## src/rtl/dalarm_pkg.sv

```systemverilog
// Package for the daily alarm table: opcodes, status codes, field types and sizes.
// No dependencies; rtl/daily_alarm_table_unit.sv imports it.
package dalarm_pkg;

    localparam int DEF_ENTRIES = 16;
    localparam int MAX_HOUR    = 23;
    localparam int MAX_MINUTE  = 59;
    localparam int DAY_MINUTES = 24 * 60;
    // Occupancy counter width, sized for the largest supported table (64 entries).
    localparam int COUNT_W     = 7;
    localparam int IN_DATA_W   = 19;

    typedef enum logic [1:0] {
        OP_ADD   = 2'd0,
        OP_TICK  = 2'd1,
        OP_CLEAR = 2'd2,
        OP_QUERY = 2'd3
    } opcode_t;

    typedef enum logic [2:0] {
        ST_OK      = 3'd0,
        ST_INVALID = 3'd1,
        ST_DUP     = 3'd2,
        ST_FULL    = 3'd3,
        ST_SKIPPED = 3'd4
    } status_t;

    typedef enum logic [1:0] {
        FSM_IDLE,
        FSM_SCAN,
        FSM_FINISH
    } fsm_t;

    // Input tdata fields, lowest bits last.
    typedef struct packed {
        logic       repeat_flag;
        logic       enable_flag;
        logic [5:0] second;
        logic [5:0] minute;
        logic [4:0] hour;
    } in_data_t;

    // One table entry as held in the entry memory.
    typedef struct packed {
        logic [4:0] hour;
        logic [5:0] minute;
        logic       enabled;
        logic       repeat_flag;
    } entry_t;

    // Result tdata fields, lowest bits last.
    typedef struct packed {
        logic [4:0]  entry_count;
        logic [10:0] minutes_away;
        logic [5:0]  alarm_minute;
        logic [4:0]  alarm_hour;
        logic        found;
        logic        fired;
        logic [2:0]  status;
    } result_t;

endpackage

```

## src/rtl/daily_alarm_table_unit.sv

```systemverilog
// Daily alarm table: add, tick, clear and next-alarm query over an entry memory.
// Depends on rtl/dalarm_pkg.sv.
//
//  Channel  Direction  Ports                          Contents
//  s_       in         s_tvalid s_tready s_tdata      hour, minute, second, enable, repeat
//                      s_tuser                        opcode
//  m_       out        m_tvalid m_tready m_tdata      status, flags, alarm time, distance, count
//
// Add, query and a tick at second zero that is not skipped walk the entry memory once:
// ENTRIES reads, the registered read of the last entry, a step to close the walk and the
// finish step. The next transaction is taken only once the block is back in idle.
// Clear, a skipped tick, a tick off second zero and an add or query with an out-of-range
// time go straight to the finish step.
// Reset clears the occupancy bits, the count and the tick memory at once; no sweep.
// A result waiting on m_ holds the finish step only; input is taken while it waits.
module daily_alarm_table_unit
    import dalarm_pkg::*;
#(
    parameter int ENTRIES = DEF_ENTRIES
) (
    input  logic        aclk,
    input  logic        aresetn,
    input  logic        s_tvalid,
    output logic        s_tready,
    // [4:0] hour, [10:5] minute, [16:11] second, [17] enable_flag, [18] repeat_flag
    input  logic [23:0] s_tdata,
    // [1:0] opcode
    input  logic [1:0]  s_tuser,
    output logic        m_tvalid,
    input  logic        m_tready,
    // [2:0] status, [3] fired, [4] found, [9:5] alarm_hour, [15:10] alarm_minute,
    // [26:16] minutes_away, [31:27] entry_count
    output logic [31:0] m_tdata
);

    localparam int IDX_W = (ENTRIES > 1) ? $clog2(ENTRIES) : 1;
    localparam int RDC_W = IDX_W + 1;
    localparam logic [RDC_W-1:0] RD_END = RDC_W'(ENTRIES);

    // Control state.
    fsm_t               state_reg, state_next;
    logic [COUNT_W-1:0] count_reg, count_next;
    logic [ENTRIES-1:0] used_reg, used_next;
    logic [16:0]        last_time_reg, last_time_next;
    logic               last_valid_reg, last_valid_next;
    logic [RDC_W-1:0]   rd_cnt_reg, rd_cnt_next;
    logic               rd_vld_reg, rd_vld_next;
    logic               m_tvalid_reg, m_tvalid_next;

    // Item and scan payload.
    opcode_t            op_reg, op_next;
    logic [4:0]         hour_reg, hour_next;
    logic [5:0]         minute_reg, minute_next;
    logic               en_reg, en_next;
    logic               rp_reg, rp_next;
    status_t            pre_status_reg, pre_status_next;
    logic [10:0]        cur_reg, cur_next;
    logic [IDX_W-1:0]   rd_sel_reg, rd_sel_next;
    logic               dup_reg, dup_next;
    logic               free_found_reg, free_found_next;
    logic [IDX_W-1:0]   free_idx_reg, free_idx_next;
    logic               fired_reg, fired_next;
    logic               found_reg, found_next;
    logic [4:0]         ah_reg, ah_next;
    logic [5:0]         am_reg, am_next;
    logic [10:0]        best_reg, best_next;
    logic [10:0]        away_reg, away_next;
    logic [ENTRIES-1:0] mark_reg, mark_next;
    logic [COUNT_W-1:0] free_cnt_reg, free_cnt_next;
    result_t            out_reg, out_next;

    // Entry memory.
    entry_t             mem [ENTRIES];
    entry_t             mem_q_reg;
    logic               rd_en;
    logic [IDX_W-1:0]   rd_addr;
    logic               mem_we;
    logic [IDX_W-1:0]   mem_waddr;
    entry_t             mem_wdata;

    // Decode of the incoming transaction.
    in_data_t           in_w;
    opcode_t            in_op;
    logic               in_accept;
    logic               in_bad_time;
    logic [16:0]        in_time;
    logic               in_skip;
    logic               in_scan;
    logic               out_free;
    logic               scan_done;

    // Scan arithmetic on the returned entry.
    logic               e_used;
    logic               e_match;
    logic [10:0]        slot_min;
    logic [11:0]        diff;
    logic [11:0]        diff_wrap;
    logic [10:0]        fwd_min;
    status_t            fin_status;
    logic [COUNT_W-1:0] count_after;

    assign in_w        = in_data_t'(s_tdata[IN_DATA_W-1:0]);
    assign in_op       = opcode_t'(s_tuser);
    assign in_accept   = s_tvalid && s_tready;
    assign in_bad_time = (in_w.hour > 5'(MAX_HOUR)) || (in_w.minute > 6'(MAX_MINUTE));
    assign in_time     = {in_w.hour, in_w.minute, in_w.second};
    assign in_skip     = last_valid_reg && (in_time == last_time_reg);
    assign out_free    = !m_tvalid_reg || m_tready;
    assign scan_done   = (rd_cnt_reg == RD_END) && !rd_vld_reg;

    // Only adds and queries with a valid time, and ticks that may fire, walk the table.
    always_comb begin
        case (in_op)
            OP_ADD:   in_scan = !in_bad_time;
            OP_QUERY: in_scan = !in_bad_time;
            OP_TICK:  in_scan = !in_skip && (in_w.second == 6'd0);
            default:  in_scan = 1'b0;
        endcase
    end

    // Next state.
    always_comb begin
        state_next = state_reg;
        case (state_reg)
            FSM_IDLE: begin
                if (s_tvalid) begin
                    state_next = in_scan ? FSM_SCAN : FSM_FINISH;
                end
            end
            FSM_SCAN: begin
                if (scan_done) begin
                    state_next = FSM_FINISH;
                end
            end
            FSM_FINISH: begin
                if (out_free) begin
                    state_next = FSM_IDLE;
                end
            end
            default: state_next = FSM_IDLE;
        endcase
    end

    // State-decoded controls.
    always_comb begin
        s_tready = 1'b0;
        rd_en    = 1'b0;
        case (state_reg)
            FSM_IDLE: s_tready = 1'b1;
            FSM_SCAN: rd_en    = (rd_cnt_reg != RD_END);
            default: begin
                s_tready = 1'b0;
                rd_en    = 1'b0;
            end
        endcase
    end

    assign rd_addr = rd_cnt_reg[IDX_W-1:0];

    // Entry returned by the memory: occupancy, time match and forward distance.
    assign e_used    = used_reg[rd_sel_reg];
    assign e_match   = e_used && mem_q_reg.enabled && (mem_q_reg.hour == hour_reg)
                       && (mem_q_reg.minute == minute_reg);
    assign slot_min  = 11'(mem_q_reg.hour) * 11'(60) + 11'(mem_q_reg.minute);
    assign diff      = {1'b0, slot_min} - {1'b0, cur_reg};
    assign diff_wrap = diff + 12'(DAY_MINUTES);
    assign fwd_min   = diff[11] ? diff_wrap[10:0] : diff[10:0];

    // Datapath: capture, scan accumulation, write-back and commit.
    always_comb begin
        count_next      = count_reg;
        used_next       = used_reg;
        last_time_next  = last_time_reg;
        last_valid_next = last_valid_reg;
        rd_cnt_next     = rd_cnt_reg;
        rd_vld_next     = 1'b0;
        m_tvalid_next   = m_tvalid_reg;
        op_next         = op_reg;
        hour_next       = hour_reg;
        minute_next     = minute_reg;
        en_next         = en_reg;
        rp_next         = rp_reg;
        pre_status_next = pre_status_reg;
        cur_next        = cur_reg;
        rd_sel_next     = rd_sel_reg;
        dup_next        = dup_reg;
        free_found_next = free_found_reg;
        free_idx_next   = free_idx_reg;
        fired_next      = fired_reg;
        found_next      = found_reg;
        ah_next         = ah_reg;
        am_next         = am_reg;
        best_next       = best_reg;
        away_next       = away_reg;
        mark_next       = mark_reg;
        free_cnt_next   = free_cnt_reg;
        out_next        = out_reg;
        mem_we          = 1'b0;
        mem_waddr       = rd_sel_reg;
        mem_wdata       = mem_q_reg;
        fin_status      = pre_status_reg;
        count_after     = count_reg;

        if (m_tready) begin
            m_tvalid_next = 1'b0;
        end

        // Capture a new transaction and reset the scan accumulators.
        if (in_accept) begin
            op_next         = in_op;
            hour_next       = in_w.hour;
            minute_next     = in_w.minute;
            en_next         = in_w.enable_flag;
            rp_next         = in_w.repeat_flag;
            cur_next        = 11'(in_w.hour) * 11'(60) + 11'(in_w.minute);
            rd_cnt_next     = '0;
            dup_next        = 1'b0;
            free_found_next = 1'b0;
            free_idx_next   = '0;
            fired_next      = 1'b0;
            found_next      = 1'b0;
            ah_next         = '0;
            am_next         = '0;
            best_next       = 11'(DAY_MINUTES);
            away_next       = '0;
            mark_next       = '0;
            free_cnt_next   = '0;
            pre_status_next = ST_OK;
            if ((in_op == OP_ADD || in_op == OP_QUERY) && in_bad_time) begin
                pre_status_next = ST_INVALID;
            end
            if (in_op == OP_TICK) begin
                if (in_skip) begin
                    pre_status_next = ST_SKIPPED;
                end else begin
                    last_time_next  = in_time;
                    last_valid_next = 1'b1;
                end
            end
        end

        // Issue one read per cycle during the scan.
        if (rd_en) begin
            rd_cnt_next = rd_cnt_reg + RDC_W'(1);
            rd_vld_next = 1'b1;
            rd_sel_next = rd_addr;
        end

        // Fold in the entry read on the previous cycle.
        if (rd_vld_reg) begin
            case (op_reg)
                OP_ADD: begin
                    if (e_match) begin
                        dup_next = 1'b1;
                    end
                    if (!e_used && !free_found_reg) begin
                        free_found_next = 1'b1;
                        free_idx_next   = rd_sel_reg;
                    end
                end
                OP_TICK: begin
                    if (e_match) begin
                        fired_next = 1'b1;
                        ah_next    = mem_q_reg.hour;
                        am_next    = mem_q_reg.minute;
                        // A one-time alarm disables itself once it has fired.
                        if (!mem_q_reg.repeat_flag) begin
                            mem_we            = 1'b1;
                            mem_wdata.enabled = 1'b0;
                        end
                    end
                    // Disabled one-time entries are freed if anything fires.
                    if (e_used && !mem_q_reg.repeat_flag && (!mem_q_reg.enabled || e_match))
                    begin
                        mark_next[rd_sel_reg] = 1'b1;
                        free_cnt_next         = free_cnt_reg + COUNT_W'(1);
                    end
                end
                OP_QUERY: begin
                    if (e_used && mem_q_reg.enabled && (fwd_min < best_reg)) begin
                        best_next  = fwd_min;
                        found_next = 1'b1;
                        ah_next    = mem_q_reg.hour;
                        am_next    = mem_q_reg.minute;
                        away_next  = fwd_min;
                    end
                end
                default: begin
                    dup_next = dup_reg;
                end
            endcase
        end

        // Commit the item and load the result register.
        if (state_reg == FSM_FINISH && out_free) begin
            case (op_reg)
                OP_ADD: begin
                    if (pre_status_reg == ST_OK) begin
                        if (dup_reg) begin
                            fin_status = ST_DUP;
                        end else if (!free_found_reg) begin
                            fin_status = ST_FULL;
                        end else begin
                            mem_we                  = 1'b1;
                            mem_waddr               = free_idx_reg;
                            mem_wdata.hour          = hour_reg;
                            mem_wdata.minute        = minute_reg;
                            mem_wdata.enabled       = en_reg;
                            mem_wdata.repeat_flag   = rp_reg;
                            used_next[free_idx_reg] = 1'b1;
                            count_after             = count_reg + COUNT_W'(1);
                        end
                    end
                end
                OP_TICK: begin
                    if (fired_reg) begin
                        used_next   = used_reg & ~mark_reg;
                        count_after = count_reg - free_cnt_reg;
                    end
                end
                OP_CLEAR: begin
                    used_next   = '0;
                    count_after = '0;
                end
                default: begin
                    fin_status = pre_status_reg;
                end
            endcase
            count_next            = count_after;
            m_tvalid_next         = 1'b1;
            out_next.status       = fin_status;
            out_next.fired        = fired_reg;
            out_next.found        = found_reg;
            out_next.alarm_hour   = ah_reg;
            out_next.alarm_minute = am_reg;
            out_next.minutes_away = away_reg;
            out_next.entry_count  = count_after[4:0];
        end
    end

    // Control registers.
    always_ff @(posedge aclk) begin
        if (!aresetn) begin
            state_reg      <= FSM_IDLE;
            count_reg      <= '0;
            used_reg       <= '0;
            last_time_reg  <= '0;
            last_valid_reg <= 1'b0;
            rd_cnt_reg     <= '0;
            rd_vld_reg     <= 1'b0;
            m_tvalid_reg   <= 1'b0;
        end else begin
            state_reg      <= state_next;
            count_reg      <= count_next;
            used_reg       <= used_next;
            last_time_reg  <= last_time_next;
            last_valid_reg <= last_valid_next;
            rd_cnt_reg     <= rd_cnt_next;
            rd_vld_reg     <= rd_vld_next;
            m_tvalid_reg   <= m_tvalid_next;
        end
    end

    // Payload registers.
    always_ff @(posedge aclk) begin
        op_reg         <= op_next;
        hour_reg       <= hour_next;
        minute_reg     <= minute_next;
        en_reg         <= en_next;
        rp_reg         <= rp_next;
        pre_status_reg <= pre_status_next;
        cur_reg        <= cur_next;
        rd_sel_reg     <= rd_sel_next;
        dup_reg        <= dup_next;
        free_found_reg <= free_found_next;
        free_idx_reg   <= free_idx_next;
        fired_reg      <= fired_next;
        found_reg      <= found_next;
        ah_reg         <= ah_next;
        am_reg         <= am_next;
        best_reg       <= best_next;
        away_reg       <= away_next;
        mark_reg       <= mark_next;
        free_cnt_reg   <= free_cnt_next;
        out_reg        <= out_next;
    end

    // Entry memory: one write port, one registered read port.
    always_ff @(posedge aclk) begin
        if (mem_we) begin
            mem[mem_waddr] <= mem_wdata;
        end
        if (rd_en) begin
            mem_q_reg <= mem[rd_addr];
        end
    end

    assign m_tvalid = m_tvalid_reg;
    assign m_tdata  = out_reg;

    // A write-back during the scan never targets the entry being read.
    a_no_rw_overlap: assert property (@(posedge aclk) disable iff (!aresetn)
        (mem_we && rd_en) |-> (mem_waddr != rd_addr))
        else $error("entry write and read collide");

    // An add only lands in a free entry.
    a_add_free: assert property (@(posedge aclk) disable iff (!aresetn)
        (mem_we && state_reg == FSM_FINISH) |-> !used_reg[mem_waddr])
        else $error("add overwrote an occupied entry");

    // A pending result is never overwritten before it is taken.
    a_no_overwrite: assert property (@(posedge aclk) disable iff (!aresetn)
        (m_tvalid_reg && !m_tready) |=> ($stable(out_reg) && m_tvalid_reg))
        else $error("result changed while stalled");

    // The occupancy count never exceeds the table size.
    a_count_bound: assert property (@(posedge aclk) disable iff (!aresetn)
        count_reg <= COUNT_W'(ENTRIES))
        else $error("entry count out of range");

    // Each accepted transaction leaves the idle state on the next cycle.
    a_accept_busy: assert property (@(posedge aclk) disable iff (!aresetn)
        in_accept |=> (state_reg != FSM_IDLE))
        else $error("transaction accepted without leaving idle");

endmodule

```

## config.mk

```make
export PLATFORM = sky130hd
export DESIGN_NAME = daily_alarm_table_unit
export DESIGN_NICKNAME = d
export VERILOG_FILES = /design/src/rtl/dalarm_pkg.sv /design/src/rtl/daily_alarm_table_unit.sv
export SDC_FILE = /design/constraint.sdc
export NUM_CORES = 1
export LEC_CHECK = 0
export ABC_AREA = 1
export ABC_CLOCK_PERIOD_IN_PS = 7950
export BUFFER_PORTS_ARGS = -buffer_cell sky130_fd_sc_hd__buf_2
export CORE_UTILIZATION = 60
export DETAILED_ROUTE_END_ITERATION = 6
export PLACE_DENSITY = 0.77
export SYNTH_ARGS = -nofsm -noshare
export SYNTH_HDL_FRONTEND = slang
export SYNTH_SLANG_ARGS = --single-unit
```

## constraint.sdc

```tcl
create_clock -name aclk -period 7.95 [get_ports aclk]
set_clock_uncertainty 0.2 [all_clocks]
set_input_delay 0.3975 -clock aclk [delete_from_list [all_inputs] [get_ports aclk]]
set_output_delay 0.3975 -clock aclk [all_outputs]
set_load 0.02 [all_outputs]
```

==> results of run 1 <==
how the worst max path moves through the flow:
stage	end	startpoint	slack (ns)	depth (start not counted)
6_report	best_reg[0]$_DFF_P_	mem_q_reg[8]$_DFFE_PP_	0.88	33
5_1_grt	away_reg[8]$_DFF_P_	mem_q_reg[8]$_DFFE_PP_	0.25	33
4_1_cts	best_reg[0]$_DFF_P_	mem_q_reg[8]$_DFFE_PP_	0.87	33
3_5_place_dp	best_reg[0]$_DFF_P_	mem_q_reg[8]$_DFFE_PP_	0.90	33
3_3_place_gp	away_reg[0]$_DFF_P_	mem_q_reg[8]$_DFFE_PP_	1.01	33
2_1_floorplan	best_reg[7]$_DFF_P_	mem_q_reg[8]$_DFFE_PP_	1.93	34
synthesized netlist by cell type (5+ instances only):
cell        n
a21oi_1    60
a221oi_1    8
buf_2       9
buf_4       6
buf_6       5
clkbuf_1   50
dfxtp_1   109
edfxtp_1  284
fa_1       18
ha_1       69
inv_1     179
inv_2      10
nand2_1   356
nand3_1    73
nand3_2     5
nand4_1    13
nor2_1    233
nor2_4      5
nor3_1     12
nor4_1      5
o211ai_1   11
o21ai_0   208
o21ai_1     8
o221ai_1   19
o22ai_1    36
o31ai_1     6
xnor2_1    14
xor2_1     28
what timing repair did:
item                                   in CTS  in global routing
endpoints found under the hold margin      17                  0
hold buffers                               16                  0
gates resized for setup                     0                  0
stage by stage:
step / cell area (um2) / setup WS, ns / hold slack [ns] / power, uW
6_report: 20700 / 0.8821 / 0.01462 / 8004
5_1_grt: 20700 / 0.2539 / 0.01928 / 8697
4_1_cts: 20700 / 0.8714 / 0.001931 / 8023
3_3_place_gp: 19300 / 1.014 / 0.2141 / 6106
2_1_floorplan: 18570 / 1.926 / 0.2029 / 5398
3_5_place_dp: 19300 / 0.8999 / 0.2177 / 6233
power breakdown:
part	internal (uW)	switching, uW	leakage (uW)
registers	2410	97.3	0.00347
logic	1300	2410	0.00408
clock network	997	782	0.000603
final cells by class:
type	instances	area (um2)	share of cell area
Clock buffer	55	1077	0.05204
Clock inverter	19	163.9	0.007917
Inverter	192	720.7	0.03481
Multi-Input combinational cell	1232	6813	0.3291
Sequential cell	393	10710	0.5174
Tap cell	396	495.5	0.02393
Timing Repair Buffer	110	720.7	0.03481
placed cells by master (no fill, tap or decap), types with 5 or more instances in the layout:
master / n
o22ai_1: 36
o21ai_1: 8
o21ai_0: 208
nand3_1: 73
nor4_1: 5
inv_2: 11
buf_2: 58
nand4_1: 13
clkbuf_16: 40
xor2_1: 28
nor2_1: 232
edfxtp_1: 284
xnor2_1: 14
o31ai_1: 6
o211ai_1: 11
nand2_1: 356
fa_1: 18
o221ai_1: 19
buf_4: 36
clkbuf_1: 13
nor2_4: 6
dlygate4sd3_1: 16
ha_1: 69
nand3_2: 5
a21oi_1: 60
dfxtp_1: 108
a221oi_1: 8
inv_1: 178
clkinv_2: 9
nor3_1: 12
logic make-up (layout without fill, tap and decap cells):
| family | count (synthesis) | count (layout) | synth area share |
|---|---|---|---|
| buffers and inverters | 263 | 376 | 0.05699 |
| XOR/XNOR | 42 | 42 | 0.01981 |
| AO/OA/AOI/OAI | 378 | 378 | 0.1161 |
| adder cells (fa/ha/maj) | 87 | 87 | 0.06588 |
| flip-flops | 393 | 393 | 0.5766 |
| AND/OR/NAND/NOR | 725 | 725 | 0.1646 |
per-layer routing:
metal | vias to the layer above | track usage | wire length [um]
met5 | - | 0 | 0
met4 | 0 | 0.08974 | 1117
met3 | 81 | 0.03128 | 2495
met2 | 441 | 0.4528 | 19960
met1 | 6392 | 0.3664 | 18150
li1 | 6607 | - | -
worst register-to-register path: cells and delay by family, from the launching register on:
kind	cells	cell delay, ns
adders and majority gates	6	2.48
xor gates and xnor gates	1	0.17
DFF	1	0.54
AOI/OAI and AO/OA	4	0.63
buffers and inverters	6	0.63
and+or+nand+nor	16	2.39
==> impl_metrics.tcl, run 1 <==
set metrics [dict create \
    status "complete, no violations" \
    cp-start-kind "flip-flop" \
    powerDensity_mw_per_mm2 386.6 \
    hp-class "input port to flip-flop" \
    min_period_ns 7.068 \
    dr.pass1.iters 5 \
    cts_buffers 40 \
    relSlewSlack 0.1952 \
    place.gp.congestion 0.9270 \
    final_cells 2397 \
    tightest_slew_ns 1.203 \
    netlist_area_mm2 0.01857 \
    antenna_found_initial 0 \
    yosys.area.top_type "edfxtp_1" \
    die_area_mm2 0.03166 \
    tns_ns 0 \
    setup_viol 0 \
    grt_max_degree 109 \
    ir_drop_uv 474.3 \
    worstReg2RegStart "mem_q_reg[8]$_DFFE_PP_" \
    drive_gt1_frac 0.09745 \
    clock_sinks 393 \
    nFillCells 2330 \
    die_width_um 177.9 \
    die_height_um 177.9 \
    yosys_warnings 0 \
    initial_core_util 0.6088 \
    cap_viol_max_count 0 \
    max_freq_mhz 141.5 \
    crit_path_end_kind "flip-flop" \
    worstHoldStart "s_tdata[14]" \
    hold-path-endpoint "last_time_reg[3]$_SDFFE_PN0P_" \
    dp.cells 2307 \
    netlist.area_leader.share 0.4591 \
    wirelength_um 41720 \
    cts_root_buf "clkbuf_16" \
    grt_pass1_wl_um 66270 \
    ys_types 54 \
    post-cts-setup-buffers 0 \
    htreeDepth 2 \
    avgSynthCellArea_um2 9.838 \
    drc 0 \
    final_nets 2086 \
    cts_tree "done" \
    core_mm2 0.03051 \
    holdPathStages 3 \
    period_share 0.8890 \
    grt_pass1_vias 12940 \
    largest_reg_flops 208 \
    clk_latency_ns 0.53 \
    drt-initial-drc-count 1220 \
    synth_seq_cells 393 \
    numPortBuffers 58 \
    vias 13520 \
    cp_slowest_stage_delay_ns 0.60 \
    r2r_cells 33 \
    antenna_left 0 \
    antennaDiodeCount 0 \
    critPathRequiredTime_ns 8.22 \
    syn_to_final_growth_pct 11.46 \
    drv_slew 0 \
    hpwl_um 27130 \
    synth_edf_count 284 \
    ioPinCount 64 \
    reg2reg_to "best_reg[0]$_DFF_P_" \
    rows 64 \
    synth_nets 2005 \
    grt_use_total 0.2704 \
    viasPerCell 5.641 \
    r2r_slack_ns 0.88 \
    arrival_ns 7.34 \
    leakage_uw 0.008156 \
    syn_inst 1888 \
    synth_flop_cell "edfxtp_1" \
    wl_per_cell_um 17.41 \
    crit_type "flip-flop to flip-flop" \
    rsz0062_at_grt "false" \
    hold_viol_final 0 \
    path_max_fanout 21 \
    crit_family "adder cells" \
    async_reset_ff_frac 0 \
    synthTopCellsByArea "edfxtp_1, dfxtp_1, nand2_1, o21ai_0, nor2_1" \
    cts_buffer_depth 3 \
    seq_area_frac_synth 0.5766 \
    utilization 0.6786 \
    path_buf_inv 6 \
    grt.overflow.total 0 \
    slowest_stage "fa_1" \
    clkTransAtPathRegs_ns 0.06 \
]
Note: power is estimated with default switching activity, not from simulation.
==> inputs of run 2 (changes only) <==
--- a/config.mk
+++ b/config.mk
@@ -8,6 +8,7 @@
 export ABC_AREA = 1
 export ABC_CLOCK_PERIOD_IN_PS = 7950
 export BUFFER_PORTS_ARGS = -buffer_cell sky130_fd_sc_hd__buf_2
+export CORE_ASPECT_RATIO = 1.4
 export CORE_UTILIZATION = 60
 export DETAILED_ROUTE_END_ITERATION = 6
 export PLACE_DENSITY = 0.77
==> run 2 against run 1 <==
Compared with the run above: clock power increased by 2%; highest routed layer unchanged; cell count shrank 0.71%; register-to-register slack got worse by 0.09 ns; non-clock buffer count increased by 1; flip-flop and latch count unchanged.
==> impl_metrics.tcl, run 2 (synthesis gave the netlist of run 1 again) <==
set metrics [dict create \
    status "complete, no violations" \
    grt_pass1_wl_um 65740 \
    grt_max_degree 88 \
    wirelength_um 42120 \
    slowest_stage "fa_1" \
    antenna_found_initial 0 \
    powerDensity_mw_per_mm2 389.0 \
    drv_slew 0 \
    tightest_slew_ns 1.142 \
    die_area_mm2 0.03167 \
    dpl_cell_area_mm2 0.01929 \
    r2r_slack_ns 0.80 \
    design_area_mm2 0.02071 \
    cts_buffers 38 \
    die_width_um 150.7 \
    hold_viol_final 0 \
    core_mm2 0.03022 \
    ir_drop_uv 460.4 \
    antenna_left 0 \
    cp-start-kind "flip-flop" \
    grt.overflow.total 0 \
    relSlewSlack 0.2361 \
    grt_use_total 0.2719 \
    layout_common_cells "nand2_1, edfxtp_1, nor2_1" \
    nFillCells 2223 \
    ioPinCount 64 \
    die_height_um 210.2 \
    multi_input_area_mm2 0.006813 \
    setup_slack_ns 0.7957 \
    cts_tree "done" \
    hp-class "input port to flip-flop" \
    viasPerCell 5.760 \
    dr.pass1.iters 5 \
    arrival_ns 7.43 \
    drt-initial-drc-count 978 \
    crit_family "adder cells" \
    place.gp.congestion 0.9280 \
    pre_cts_ws_ns 0.8409 \
    clkTransAtPathRegs_ns 0.06 \
    leakage_uw 0.008171 \
    r2r_cells 33 \
    clk_latency_ns 0.54 \
    vias 13710 \
    tns_ns 0 \
    antennaDiodeCount 0 \
    path_buf_inv 6 \
    setup_viol 0 \
    path_max_fanout 13 \
    hpwl_um 27910 \
    initial_core_util 0.6147 \
    cap_viol_max_count 0 \
    cts_root_buf "clkbuf_16" \
    min_period_ns 7.154 \
    largest_reg_flops 208 \
    numPortBuffers 58 \
    grt_pass1_vias 13110 \
    worstReg2RegStart "mem_q_reg[8]$_DFFE_PP_" \
    wl_per_cell_um 17.70 \
    seq_area_mm2 0.01071 \
    cts_buffer_depth 3 \
    drive_gt1_frac 0.09524 \
    reg2reg_to "away_reg[0]$_DFF_P_" \
    cp_slowest_stage_delay_ns 0.62 \
    htreeDepth 2 \
    rsz0062_at_grt "false" \
    power_uw 8056 \
    rows 75 \
    critical_path.startpoint "mem_q_reg[8]$_DFFE_PP_" \
    drc 0 \
    crit_type "flip-flop to flip-flop" \
    crit_path_end_kind "flip-flop" \
    critPathRequiredTime_ns 8.22 \
    clock_sinks 393 \
    syn_to_final_growth_pct 11.51 \
    final_nets 2085 \
    period_share 0.8999 \
    critical_path.endpoint "away_reg[0]$_DFF_P_" \
    final_common_cell "nand2_1" \
    cp.depth 33 \
    max_freq_mhz 139.8 \
]
-- run 2: cell count changes in the layout (fill, tap and decap cells not counted), sizes merged --
cell         change
inv              +2
bufinv           +4
clkinv           -3
clkinvlp         -3
clkbuf           -7
dlygate4sd3      +1
-- run 2: stage by stage --
stage / util / instances / hold slack (ns)
2_1_floorplan: - / 1888 / 0.2029
3_3_place_gp: 0.6383 / 2296 / 0.2163
3_5_place_dp: 0.6383 / 2296 / 0.2158
4_1_cts: 0.6854 / 2380 / 0.005435
5_1_grt: 0.6854 / 2380 / 0.02669
6_report: 0.6854 / 2380 / 0.02972
-- run 2: worst min-delay path by stage --
stage                               startpoint                      end  slack (ns)  cells past startpoint
floorplan           rd_cnt_reg[3]$_SDFFE_PN0P_  rd_sel_reg[3]$_DFFE_PP_        0.20                      0
global placement             am_reg[2]$_DFF_P_    m_tdata[12]$_DFFE_PP_        0.22                      0
detailed placement         away_reg[5]$_DFF_P_    m_tdata[21]$_DFFE_PP_        0.22                      0
CTS                                 s_tdata[0]    hour_reg[0]$_DFFE_PP_       0.005                      1
global route                        s_tdata[1]    hour_reg[1]$_DFFE_PP_        0.03                      1
finish                              s_tdata[3]    hour_reg[3]$_DFFE_PP_        0.03                      1
-- run 2: per-layer routing --
layer  track usage  wire length [um]
met5             0                 0
met3       0.04048              2587
met2        0.4894             21890
met4        0.1248              1761
met1        0.3157             15880
-- run 2: final cells by class --
type | instances | area share
Sequential cell | 393 | 0.5172
Multi-Input combinational cell | 1232 | 0.3289
Clock buffer | 48 | 0.04869
Timing Repair Buffer | 111 | 0.03528
Inverter | 192 | 0.03480
Tap cell | 385 | 0.02326
Clock inverter | 19 | 0.01184
-- run 2: where the power goes --
part / switching [uW] / leakage, uW / internal (uW)
clock network: 752 / 0.000614 / 1070
registers: 112 / 0.00347 / 2410
logic: 2410 / 0.00409 / 1300
-- run 2: repair_timing --
action,in CTS,in global routing
setup buffers,0,0
gates resized for setup,0,0
endpoints found under the hold margin,18,0
hold buffers,17,0
